File: config.mk
export PLATFORM = sky130hd
export DESIGN_NAME = ref_name_validator
export DESIGN_NICKNAME = d
export VERILOG_FILES = /design/src/rtl/rnv_pkg.sv /design/src/rtl/ref_name_validator.sv
export SDC_FILE = /design/constraint.sdc
export NUM_CORES = 1
export LEC_CHECK = 0
export BUFFER_PORTS_ARGS = -buffer_cell sky130_fd_sc_hd__buf_4
export CAP_MARGIN = 5
export CORE_MARGIN = 4
export CORE_UTILIZATION = 58
export CTS_CLUSTER_SIZE = 30
export DETAILED_ROUTE_END_ITERATION = 10
export PLACE_DENSITY = 0.78
export SLEW_MARGIN = 20
export SYNTH_ARGS = -nofsm -noshare
export SYNTH_HDL_FRONTEND = slang
export SYNTH_SLANG_ARGS = --single-unit
File: constraint.sdc
create_clock -name clock -period 3.8 [get_ports clock]
set_clock_uncertainty 0.15 [all_clocks]
set_input_delay 0.76 -clock clock [delete_from_list [all_inputs] [get_ports clock]]
set_output_delay 0.76 -clock clock [all_outputs]
set_load 0.005 [all_outputs]
File: src/rtl/rnv_pkg.sv
// Package for the reference name validator: character codes, the
// per-name state type and the ".lock" suffix tracker.
// No dependencies.
`timescale 1ns / 1ps

package rnv_pkg;

   // Character codes used by the rules
   localparam logic [7:0] CH_STAR   = 8'h2A;
   localparam logic [7:0] CH_COLON  = 8'h3A;
   localparam logic [7:0] CH_QUEST  = 8'h3F;
   localparam logic [7:0] CH_LBRACK = 8'h5B;
   localparam logic [7:0] CH_DQUOTE = 8'h22;
   localparam logic [7:0] CH_CARET  = 8'h5E;
   localparam logic [7:0] CH_TILDE  = 8'h7E;
   localparam logic [7:0] CH_SPACE  = 8'h20;
   localparam logic [7:0] CH_TAB    = 8'h09;
   localparam logic [7:0] CH_LBRACE = 8'h7B;
   localparam logic [7:0] CH_AT     = 8'h40;
   localparam logic [7:0] CH_SLASH  = 8'h2F;
   localparam logic [7:0] CH_DOT    = 8'h2E;
   localparam logic [7:0] CH_DEL    = 8'h7F;
   localparam logic [7:0] CH_UNDER  = 8'h5F;
   localparam logic [7:0] CH_UP_A   = 8'h41;
   localparam logic [7:0] CH_UP_Z   = 8'h5A;
   localparam logic [7:0] CH_LOW_L  = 8'h6C;
   localparam logic [7:0] CH_LOW_O  = 8'h6F;
   localparam logic [7:0] CH_LOW_C  = 8'h63;
   localparam logic [7:0] CH_LOW_K  = 8'h6B;
   localparam logic [7:0] CH_CTRL_LIMIT = 8'h20;

   // Progress through ".lock": number of suffix bytes matched
   typedef enum logic [2:0] {
      LOCK_NONE = 3'd0,
      LOCK_DOT  = 3'd1,
      LOCK_L    = 3'd2,
      LOCK_O    = 3'd3,
      LOCK_C    = 3'd4,
      LOCK_FULL = 3'd5
   } lock_prog_type;

   // State carried across the bytes of one name
   typedef struct packed {
      logic          failed;
      logic          prev_dot;
      logic          prev_at;
      logic          prev_slash;
      logic          any_slash;
      logic          comp_start;
      lock_prog_type lock_prog;
      logic          all_upper;
   } rnv_state_type;

   localparam rnv_state_type RNV_STATE_RESET = '{
      failed:     1'b0,
      prev_dot:   1'b0,
      prev_at:    1'b0,
      prev_slash: 1'b0,
      any_slash:  1'b0,
      comp_start: 1'b1,
      lock_prog:  LOCK_NONE,
      all_upper:  1'b1
   };

   // Advance the ".lock" suffix match by one byte
   function automatic lock_prog_type next_lock(input lock_prog_type p, input logic [7:0] c);
      lock_prog_type r;
      r = LOCK_NONE;
      if (c == CH_DOT) begin
         r = LOCK_DOT;
      end else if (c == CH_LOW_L && p == LOCK_DOT) begin
         r = LOCK_L;
      end else if (c == CH_LOW_O && p == LOCK_L) begin
         r = LOCK_O;
      end else if (c == CH_LOW_C && p == LOCK_O) begin
         r = LOCK_C;
      end else if (c == CH_LOW_K && p == LOCK_C) begin
         r = LOCK_FULL;
      end
      return r;
   endfunction

endpackage

File: src/rtl/ref_name_validator.sv
// A word accepted into the input register has its verdict registered in the result register,
// from which rsp_ can take it.
// Throughput: one name byte per cycle unless a result would overwrite an unread one; the name
// state update is computed combinationally from the input register, so bytes flow back to back.
// Only bytes marked last, or empty-name words, produce a result word.
// Reset (synchronous, active high) empties both stages and returns the
// name state to the start of a new name.
//
// Top level of the reference name validator. Depends on rnv_pkg.
`timescale 1ns / 1ps

module ref_name_validator (
   input  logic       clock,
   input  logic       reset,
   input  logic       req_valid,
   output logic       req_ready,
   input  logic [7:0] req_ch,
   input  logic       req_is_last,
   input  logic       req_name_empty,
   output logic       rsp_valid,
   input  logic       rsp_ready,
   output logic       rsp_name_valid
);

   // Input register
   logic       in_valid_ff;
   logic [7:0] in_ch_ff;
   logic       in_last_ff;
   logic       in_empty_ff;

   // Name state and result register
   rnv_pkg::rnv_state_type state_ff, state_in, upd;
   logic       out_valid_ff, out_valid_in;
   logic       out_name_valid_ff, out_name_valid_in;

   logic gives_result, advance, bad_char, is_upper, verdict;

   // Pipeline control: an item moves on unless its result would overwrite
   // an unread one
   assign gives_result = in_last_ff | in_empty_ff;
   assign advance      = in_valid_ff & (~gives_result | ~out_valid_ff | rsp_ready);
   assign req_ready    = ~in_valid_ff | advance;

   // Capture input word
   always_ff @(posedge clock) begin
      if (reset) begin
         in_valid_ff <= 1'b0;
      end else if (req_ready) begin
         in_valid_ff <= req_valid;
      end
      if (req_ready && req_valid) begin
         in_ch_ff    <= req_ch;
         in_last_ff  <= req_is_last;
         in_empty_ff <= req_name_empty;
      end
   end

   // Classify the byte
   always_comb begin
      bad_char = (in_ch_ff < rnv_pkg::CH_CTRL_LIMIT) || (in_ch_ff == rnv_pkg::CH_DEL)
               || (in_ch_ff == rnv_pkg::CH_STAR)   || (in_ch_ff == rnv_pkg::CH_COLON)
               || (in_ch_ff == rnv_pkg::CH_QUEST)  || (in_ch_ff == rnv_pkg::CH_LBRACK)
               || (in_ch_ff == rnv_pkg::CH_DQUOTE) || (in_ch_ff == rnv_pkg::CH_CARET)
               || (in_ch_ff == rnv_pkg::CH_TILDE)  || (in_ch_ff == rnv_pkg::CH_SPACE)
               || (in_ch_ff == rnv_pkg::CH_TAB);
      is_upper = ((in_ch_ff >= rnv_pkg::CH_UP_A) && (in_ch_ff <= rnv_pkg::CH_UP_Z))
               || (in_ch_ff == rnv_pkg::CH_UNDER);
   end

   // Fold the byte into the name state
   always_comb begin
      upd = state_ff;
      if (bad_char) begin
         upd.failed = 1'b1;
      end
      if (in_ch_ff == rnv_pkg::CH_DOT && (state_ff.prev_dot || state_ff.comp_start)) begin
         upd.failed = 1'b1;
      end
      if (in_ch_ff == rnv_pkg::CH_LBRACE && state_ff.prev_at) begin
         upd.failed = 1'b1;
      end
      if (in_ch_ff == rnv_pkg::CH_SLASH && (state_ff.prev_slash || state_ff.comp_start
                                            || state_ff.lock_prog == rnv_pkg::LOCK_FULL)) begin
         upd.failed = 1'b1;
      end
      if (!is_upper) begin
         upd.all_upper = 1'b0;
      end
      if (in_ch_ff == rnv_pkg::CH_SLASH) begin
         upd.any_slash  = 1'b1;
         upd.comp_start = 1'b1;
         upd.lock_prog  = rnv_pkg::LOCK_NONE;
      end else begin
         upd.comp_start = 1'b0;
         upd.lock_prog  = rnv_pkg::next_lock(state_ff.lock_prog, in_ch_ff);
      end
      upd.prev_dot   = (in_ch_ff == rnv_pkg::CH_DOT);
      upd.prev_at    = (in_ch_ff == rnv_pkg::CH_AT);
      upd.prev_slash = (in_ch_ff == rnv_pkg::CH_SLASH);

      verdict = ~upd.failed & ~upd.prev_slash & (upd.lock_prog != rnv_pkg::LOCK_FULL)
              & (upd.any_slash | upd.all_upper) & ~in_empty_ff;
   end

   // Next state and result word
   always_comb begin
      state_in          = state_ff;
      out_valid_in      = out_valid_ff & ~rsp_ready;
      out_name_valid_in = out_name_valid_ff;
      if (advance) begin
         if (gives_result) begin
            state_in          = rnv_pkg::RNV_STATE_RESET;
            out_valid_in      = 1'b1;
            out_name_valid_in = verdict;
         end else begin
            state_in = upd;
         end
      end
   end

   // Hold state and result
   always_ff @(posedge clock) begin
      if (reset) begin
         state_ff     <= rnv_pkg::RNV_STATE_RESET;
         out_valid_ff <= 1'b0;
      end else begin
         state_ff     <= state_in;
         out_valid_ff <= out_valid_in;
      end
      out_name_valid_ff <= out_name_valid_in;
   end

   assign rsp_valid      = out_valid_ff;
   assign rsp_name_valid = out_name_valid_ff;

   // Checks
   a_empty_invalid: assert property (@(posedge clock) disable iff (reset)
      (advance && in_empty_ff) |=> (rsp_valid && !rsp_name_valid))
      else $error("empty name did not give an invalid verdict");

   a_state_cleared: assert property (@(posedge clock) disable iff (reset)
      (advance && gives_result) |=> (state_ff == rnv_pkg::RNV_STATE_RESET))
      else $error("name state not cleared after a verdict");

   a_lock_range: assert property (@(posedge clock) disable iff (reset)
      state_ff.lock_prog <= rnv_pkg::LOCK_FULL)
      else $error("lock suffix progress out of range");

   a_no_result_loss: assert property (@(posedge clock) disable iff (reset)
      (rsp_valid && !rsp_ready) |-> !(advance && gives_result))
      else $error("result overwritten while stalled");

   a_idle_ready: assert property (@(posedge clock) disable iff (reset)
      !in_valid_ff |-> req_ready)
      else $error("input not ready while the input register is empty");

endmodule
== Word-level counts from Yosys, hierarchy flattened ==
Cells that the tools add are included.
Storage, ports and cells
  bits in registers: 23
  output and inout bits: 3
  logic and storage cells: 99
Operators by class
  magnitude comparators: 3
  equal/unequal tests: 25
  muxes and demuxes: 15
  bitwise operators: 18
  reduce and logical (&&, ||, !) cells: 24
Operators by type and width (count)
  $eq A8 B7 Y1 const B: 11
  $eq A8 B6 Y1 const B: 7
  $mux W3: 5
  $logic_or A1 B1 Y1: 14
  $mux W10: 1
  $logic_and A1 B1 Y1: 9
  $eq A8 B4 Y1 const B: 1
  $ge A8 B7 Y1 const B: 1
  $le A8 B7 Y1 const B: 1
  $lt A8 B6 Y1 const B: 1
  $mux W1: 8
  $not A1 Y1: 7
  $and A1 B1 Y1: 6
  $eq A3 B2 Y1 const B: 2
  $eq A3 B3 Y1 const B: 2
  $or A1 B1 Y1: 5
  $mux W4: 1
  $eq A3 B1 Y1 const B: 1
  $ne A3 B3 Y1 const B: 1
  $reduce_and A2 Y1: 1

== Longest topological paths before layout ==
Gate-level depths: netlist (run 1).
  depth in word-level cells: 20
  gate-level depth with buffers: 6

== Worst setup path after synthesis (run 1) ==
Ideal clock, no wire load.
  path type: in2out
  start point: input rsp_ready
  end point: output req_ready
  arrival: 1158 ps
  data required time: 2890 ps
  setup slack: 1732 ps
  stages on the path: 2
  path buffers: 0
  cells stage by stage: nand2b_1 > or2_1
Between the ends
  longest elaborated chain between the ends: 3
RTL lines
  start, declared: RTL line ref_name_validator.sv:21  | input logic rsp_ready,
  $or A1 B1 Y1: RTL line ref_name_validator.sv:41  | assign advance = in_valid_ff & (~gives_result | ~out_valid_ff | rsp_ready);
  $and A1 B1 Y1: RTL line ref_name_validator.sv:41
  $or A1 B1 Y1: RTL line ref_name_validator.sv:42  | assign req_ready = ~in_valid_ff | advance;
  end, declared: RTL line ref_name_validator.sv:16  | output logic req_ready,
Every way passes these cells.

== Final worst setup path (run 1) ==
Ends and elaborated chain as after synthesis.

==> results of run 1 <==
## routing by layer
layer,track usage,vias to the layer above,part of all wire
met5,0,-,0
met1,0.220,443,0.44
met2,0.324,28,0.47
li1,-,459,-
met3,0.0372,10,0.053
met4,0.135,0,0.038
## tightest hold or removal path, stage by stage, from the launching register on
cell and delay (ns):
dfxtp_1 0.33, nand2_1 0.05, a21oi_1 0.05
## cell families (layout without fill, tap and decap cells)
group / Yosys count / after routing / share of synthesized area
buffers and inverters: 9 / 24 / 0.0373
AO/OA/AOI/OAI: 27 / 27 / 0.160
multiplexers: 2 / 2 / 0.0192
AND/OR/NAND/NOR: 55 / 55 / 0.268
flip-flops: 23 / 23 / 0.515
## metrics by stage
| step | cells | utilization |
|---|---|---|
| after detailed placement | 152 | 0.701 |
| after global routing | 156 | 0.716 |
| after floorplan | 116 | - |
| final | 156 | 0.716 |
| after CTS | 156 | 0.716 |
| after global placement | 152 | 0.701 |
## cells in the final DEF (no fill, tap or decap), types with 2 or more instances in the layout
master,netlist,routed
a21oi_1,11,11
a31oi_1,3,3
buf_4,0,17
clkbuf_4,0,3
dfxtp_1,12,12
edfxtp_1,11,11
inv_1,3,3
nand2_1,12,12
nand2b_1,3,3
nand3_1,2,2
nand3b_1,3,3
nand4_1,3,3
nor2_1,12,12
nor2b_1,5,5
nor3_1,4,4
o21ai_1,3,3
or3_1,2,2
or4_1,3,3
## final cells by class
| cell class | instances | area [um^2] |
|---|---|---|
| sequential | 23 | 571 |
| fill | 149 | 502 |
| multi-input combinational | 84 | 495 |
| timing repair buffer | 17 | 128 |
| tap | 25 | 31.3 |
| clock buffer | 4 | 26.3 |
| inverter | 3 | 11.3 |
## synth_stat cells, types with 2 or more instances
cell type / instances
nor2_1: 12
nand3_1: 2
or4_1: 3
edfxtp_1: 11
inv_1: 3
nand2_1: 12
a31oi_1: 3
a21oi_1: 11
nor3_1: 4
dfxtp_1: 12
nor2b_1: 5
or3_1: 2
nand3b_1: 3
o21ai_1: 3
nand4_1: 3
clkbuf_1: 5
nand2b_1: 3
## registers in the layout, indices dropped and copies added, names as in the netlist
signal and flops:
state_ff 10, rsp_valid 1, in_ch_ff 8, in_empty_ff 1
in_valid_ff 1, in_last_ff 1, rsp_name_valid 1
## power breakdown
group	switching, W	internal (W)	total [W]	leakage (nW)
clock network	0.0000693	0.0000409	0.000110	0.0150
registers	0.0000119	0.000269	0.000281	0.204
logic	0.0000193	0.0000205	0.0000398	0.222
total	0.000100	0.000331	0.000431	0.441
## path summary, 6_finish.rpt
| path | cells past startpoint | endpoint | slack [ns] |
|---|---|---|---|
| worst min-delay path | 2 | state_ff[8] | 0.32 |
| worst max register to register | 5 | rsp_name_valid | 1.59 |
| worst min register to register | 2 | state_ff[8] | 0.32 |
| worst max-delay path | 4 | req_ready | 1.45 |
==> metrics, run 1 <==
status finished clean; CTS Hold Bufs 0; Total Power 0.000431 W; CP Launch Point rsp_ready; Final Hold Viols 0; port bufs 16; Req. time, crit path 2.89 ns; Worst VDD drop 303 uV; Worst-Margin Slew 0.462 ns; Die W 51.7 um; Die ar. 2670 um^2; Top Family by Delay on Critical Path simple AND/OR/NAND/NOR gates; Core ar. 1760 um^2; GP Congestion 0.848; 1st-iter DRT viols 13; layout cells sized above 1 0.176; Final min period 2.35 ns; RSZ-0062 raised after global routing no; CP Launch Type primary input; clock sinks 23; first-pass GRT wire length 3.77 mm; hold slack final 0.318 ns; setup violation total in the final timing report 0; Initial Util 0.628; Ys Warns 0; Slew Limit Headroom 0.690; proportion of netlist area held by the largest area contributor 0.298; Post-CTS Resized 0; Largest stage delay, worst path 0.27 ns; leak pwr 0.441 nW; synthesis-to-layout area growth 14.0%; register area share after synthesis 0.515; max-cap violations 0; syn_area_per_cell 9.55 um^2; final wirelength 2.24 mm; Via density 6.03; largest net degree at the start of global routing 14; ranking of synthesized cells by area edfxtp_1, dfxtp_1, a21oi_1, nand2_1, nor2_1; Clk Latency, worst-skew pair 0.30 ns; ant diodes 0; crit-path max FO 3; Die H 51.7 um; Hold Crit Class reg -> reg; Vias 940; worst path buffer plus inverter count 2; Final TNS setup 0 ns; register bit total from synthesis 23; DR WL/cell 14.3 um; H-tree Lvls 1; Critical-path top delay cell or2_1; Final ANT Viol Nets 0; reg-to-reg startpoint in_ch_ff[2]; Tot GR Track Use 0.194; clock-pin slew on the worst setup and hold paths 0.12 ns; net count reported at finish 146; global route overflow 0; Worst setup EP type output pin; Crit Path Class in -> out; Netlist cell types 36; # rows 15; CP dominant cell by count buf_4; Crit path arrival time 1.44 ns; final instance area 1260 um^2; postcts setup bufs 0; initial antenna violation count 0; CTS tree yes; async set-reset flop share out of synthesis 0; mapped cell area 1110 um^2; Clock Tree Buf Depth 2; Setup Slack @ Placement 1.46 ns; f_max 426 MHz; Synth Net Count 130; Gate Count Post-Synth 116; EDFF count, synth 11; clock tree root buffer cell clkbuf_4; drt first pass iters 4; Worst Setup Slack, final 1.45 ns; Hold Path Origin state_ff[8]; Placed Area 1240 um^2; Cell Chain, Critical Path buf_4 -> nand2b_1 -> or2_1 -> buf_4; pwr/cell area 342 nW/um^2; period utilization 0.618; DRC Markers 0; area leader, netlist edfxtp_1; top_reg_cell synth dfxtp_1; Detail Placement HPWL 1.68 mm; TritonCTS Buffers 3; vias in the first global route 907; Slew Limit Fails 0; Top Ports 17
Note: power is estimated with default switching activity, not from simulation.
==> inputs of run 2 (changes only) <==
- ABC_AREA: unset -> 1
- CORE_UTILIZATION: 58 -> 50
- PLACE_DENSITY: 0.78 -> 0.71
- clock period: 3.8 -> 2.1 ns (I/O delays scaled with it)
==> metrics, run 2 <==
multi-input logic area 527 um^2; Netlist cell types 25; syn_area_per_cell 7.66 um^2; vias in the first global route 1002; initial antenna violation count 0; Clk Latency, worst-skew pair 0.32 ns; Total Power 0.000799 W; CTS tree yes; Critical-path top delay cell edfxtp_1; largest net degree at the start of global routing 14; RSZ-0062 raised after global routing no; Final min period 1.84 ns; commonest non-fill, non-tap cell in the layout nand2_1; synthesis-to-layout area growth 15.1%; first-pass GRT wire length 4.28 mm; Hold Crit Class in -> reg; top_reg_cell synth dfxtp_1; most frequent cells in the layout nand2_1, inv_1, nor2_1; ant diodes 0; FF/Latch Area 571 um^2; CTS Hold Bufs 0; ranking of synthesized cells by area edfxtp_1, dfxtp_1, nand2_1, inv_1, nand3_1; Synth Net Count 169; Die ar. 3220 um^2; worst path buffer plus inverter count 1; Hold Crit Depth 1; clock sinks 23; pwr/cell area 585 nW/um^2; # rows 17; Core ar. 2230 um^2; Cell Chain, Critical Path nor2_1 -> nor2_1 -> nand2_1 -> buf_4; Vias 1070; Commonest cells post-synth nand2_1, inv_1, nor2_1; Req. time, crit path 1.53 ns; GP Congestion 0.985; clock-pin slew on the worst setup and hold paths 0.13 ns; reg-to-reg startpoint in_ch_ff[4]; final wirelength 2.46 mm; async set-reset flop share out of synthesis 0; layout cells sized above 1 0.224; CP dominant cell by count nor2_1; register bit total from synthesis 23; setup violation total in the final timing report 0; Final TNS setup 0 ns; Slew Limit Fails 0; # fillers 215; area leader, netlist edfxtp_1; Gate Count Post-Synth 155; CP Launch Type flop; f_max 544 MHz; register area share after synthesis 0.481; Reg2Reg Depth 10; postcts setup bufs 0; H-tree Lvls 1; Detail Placement HPWL 1.97 mm; Largest register FFs 10; Tot GR Track Use 0.168; Crit path arrival time 1.27 ns; max-cap violations 0; Die W 56.7 um; Top Ports 17; mapped cell area 1190 um^2; Hold Path Origin req_ch[1]; top-count cell post-synth nand2_1; 1st-iter DRT viols 41; worst r2r dst rsp_name_valid; net count reported at finish 189; Crit Path Class reg -> out; leak pwr 0.576 nW; R2R Setup Slk 0.38 ns; DR WL/cell 12.2 um; Worst-Margin Slew 0.353 ns; global route overflow 0; DRC Markers 0; Final Hold Viols 0; Slew Limit Headroom 0.765; EDFF count, synth 11; Worst VDD drop 523 uV; Final ANT Viol Nets 0; port bufs 16; crit-path max FO 3; top flop regs state_ff x10, in_ch_ff x8; Via density 5.30; Clock Tree Buf Depth 2; largest register by flop count state_ff; drt first pass iters 4; Die H 56.7 um; Ys Warns 0; period utilization 0.875; TritonCTS Buffers 3; Post-CTS Resized 0; Top Family by Delay on Critical Path flip-flops; Worst setup EP type output pin; Worst Hold Endpoint in_ch_ff[1]; Initial Util 0.532; Largest stage delay, worst path 0.43 ns; status finished clean; clock tree root buffer cell clkbuf_4; proportion of netlist area held by the largest area contributor 0.278
[run 2: changes by cell type after synthesis, sizes merged, moves of 5 or more]
cell	previous run	this run
nand3	2	14
nor2b	5	0
inv	3	23
nand2	12	40
clkbuf	5	0
nor2	12	23
[run 2: area by class of cell]
cell class	count	area share
inverters	23	0.0632
clock inverters	1	0.00366
well taps	28	0.0256
repair buffers	16	0.0879
flip-flops and latches	23	0.418
clock buffers	3	0.0165
multi-input cells	108	0.386
[run 2: per-layer routing]
layer,GRT usage,up-vias,wire (um)
li1,-,545,-
met1,0.225,489,1100
met2,0.269,36,1220
met3,0.0368,0,145
met4,0.0563,0,0
met5,0,-,0
[run 2: worst max-delay path by stage]
stage | startpoint | endpoint | slack [ns] | cells after the start
6_report | in_empty_ff | req_ready | 0.26 | 4
5_1_grt | in_empty_ff | req_ready | 0.16 | 4
4_1_cts | in_empty_ff | req_ready | 0.26 | 4
3_5_place_dp | in_ch_ff[4] | rsp_name_valid | 0.42 | 10
3_3_place_gp | in_ch_ff[4] | rsp_name_valid | 0.42 | 10
2_1_floorplan | in_ch_ff[4] | rsp_name_valid | 0.58 | 10
[run 2: logic make-up (layout without fill, tap and decap cells)]
logic type | Yosys count | count (layout) | share of synthesized area
DFF | 23 | 23 | 0.481
and+or+nand+nor | 88 | 88 | 0.348
buffers and inverters | 24 | 43 | 0.0759
AOI/OAI and AO/OA | 20 | 20 | 0.0959
[run 2: stage by stage]
step | hold WS [ns] | std cells | setup slack (ns) | cell area, um^2 | util
final | 0.117 | 202 | 0.263 | 1370 | 0.612
after global routing | 0.0945 | 202 | 0.165 | 1370 | 0.612
after CTS | 0.109 | 202 | 0.263 | 1370 | 0.612
after detailed placement | 0.310 | 198 | 0.423 | 1340 | 0.599
after global placement | 0.304 | 198 | 0.421 | 1340 | 0.599
after floorplan | 0.286 | 155 | 0.581 | 1190 | -
[run 2: power by group]
group	switching, W	internal [W]	leakage [nW]
clock	0.000134	0.0000712	0.0177
combinational	0.0000528	0.0000368	0.353
sequential	0.0000152	0.000488	0.205
total	0.000202	0.000596	0.576
==> inputs of run 3 (changes only) <==
- CTS_CLUSTER_SIZE: 30 -> 8
- REMOVE_ABC_BUFFERS: unset -> 1
==> metrics, run 3 (synthesized netlist as in run 2, its figures left out) <==
GP Congestion 0.923; Via density 5.16; Largest stage delay, worst path 0.41 ns; Slew Limit Fails 0; Post-CTS Resized 0; largest register by flop count state_ff; global route overflow 0; drt first pass iters 4; layout cells sized above 1 0.218; Core ar. 2230 um^2; Worst setup EP type output pin; vias in the first global route 974; Top Ports 17; Reg2Reg Depth 7; pwr/cell area 579 nW/um^2; Vias 1042; reg-to-reg startpoint in_ch_ff[7]; Clock Tree Buf Depth 2; Placed Area 1340 um^2; Critical-path top delay cell edfxtp_1; Worst-Margin Slew 0.344 ns; CP dominant cell by count nor2_1; DRC Markers 0; Slew Limit Headroom 0.770; Comb pwr share 0.113; top flop regs state_ff x10, in_ch_ff x8; status finished clean; final wirelength 2.37 mm; Die W 56.7 um; most frequent cells in the layout nand2_1, inv_1, nor2_1; period utilization 0.849; Largest register FFs 10; internal power 0.000599 W; Clk Latency, worst-skew pair 0.31 ns; Hold Crit Class in -> reg; clock tree root buffer cell clkbuf_4; fin util 0.611; Total Power 0.000790 W; Final ANT Viol Nets 0; Final TNS setup 0 ns; Crit path arrival time 1.21 ns; Detail Placement HPWL 1.89 mm; Tot GR Track Use 0.165; Final Hold Viols 0; R2R Setup Slk 0.41 ns; max-cap violations 0; postcts setup bufs 0; clock sinks 23; initial antenna violation count 0; TritonCTS Buffers 3; CP Launch Point in_empty_ff; Die H 56.7 um; GR Util met1 0.227; port bufs 16; final instance area 1370 um^2; RSZ-0062 raised after global routing no; met3 Usage GRT 0.0276; Worst VDD drop 445 uV; H-tree Lvls 1; f_max 561 MHz; grt peak-use layer met2; net count reported at finish 189; CP endpoint req_ready; first-pass GRT wire length 4.24 mm; crit-path max FO 3; leak pwr 0.573 nW; # rows 17; Die ar. 3220 um^2; Crit Path Class reg -> out; Cell Chain, Critical Path nor2_1 -> nor2_1 -> nand2_1 -> buf_4; Req. time, crit path 1.53 ns; sequential share of power 0.637; synthesis-to-layout area growth 15.0%; worst r2r dst rsp_name_valid; CTS tree yes; M2 GR Usage 0.261; CP Launch Type flop; Initial Util 0.532; DR WL/cell 11.7 um; P_sw 0.000191 W; clock-pin slew on the worst setup and hold paths 0.12 ns; Net Sw Frac 0.242; commonest non-fill, non-tap cell in the layout nand2_1; largest net degree at the start of global routing 13; CTS Hold Bufs 0; 1st-iter DRT viols 41; setup violation total in the final timing report 0; clock share of power 0.251; ant diodes 0; # fillers 205; Final min period 1.78 ns; Hold Crit Depth 1
==> run 3: cell types whose count changed in the layout (fill, tap and decap cells not counted) <==
cell,delta
clkinv_2,-1
clkbuf_1,+1
==> run 3: power by group through the flow <==
stage	Sequential (W)	Combinational [W]	Clock [W]
floorplan	0.000510	0.0000537	0
detailed placement	0.000513	0.0000891	0
global route	0.000506	0.000102	0.000224
finish	0.000503	0.0000891	0.000198
CTS	0.000503	0.0000893	0.000200
global placement	0.000513	0.0000886	0
==> run 3: critical path: cells and delay by family (launching register included) <==
kind | cells | cell delay (ns)
buffers and inverters | 1 | 0.12
and+or+nand+nor | 3 | 0.38
DFF | 1 | 0.41
==> run 3: area by class of cell <==
cell class / instances / area, um^2 / area share
multi-input cells: 108 / 527 / 0.386
clock buffers: 4 / 26.3 / 0.0192
well taps: 28 / 35.0 / 0.0257
flip-flops and latches: 23 / 571 / 0.418
repair buffers: 16 / 120 / 0.0880
inverters: 23 / 86.3 / 0.0632
==> run 3: per-stage QoR <==
step	setup WS (ns)	std cells	hold slack, ns
floorplan	0.581	154	0.284
global placement	0.386	198	0.303
detailed placement	0.435	198	0.314
CTS	0.314	202	0.124
global route	0.168	202	0.112
finish	0.316	202	0.123
==> run 3: worst min path at each step <==
stage                        start     endpoint
global route        req_name_empty  in_empty_ff
finish              req_name_empty  in_empty_ff
global placement       state_ff[8]  state_ff[8]
floorplan              state_ff[8]  state_ff[8]
CTS                 req_name_empty  in_empty_ff
detailed placement     state_ff[8]  state_ff[8]
==> run 3: routing by layer <==
metal | up-vias | wire (um)
li1 | 550 | -
met5 | - | 0
met3 | 2 | 107
met1 | 461 | 1150
met4 | 0 | 29
met2 | 29 | 1080
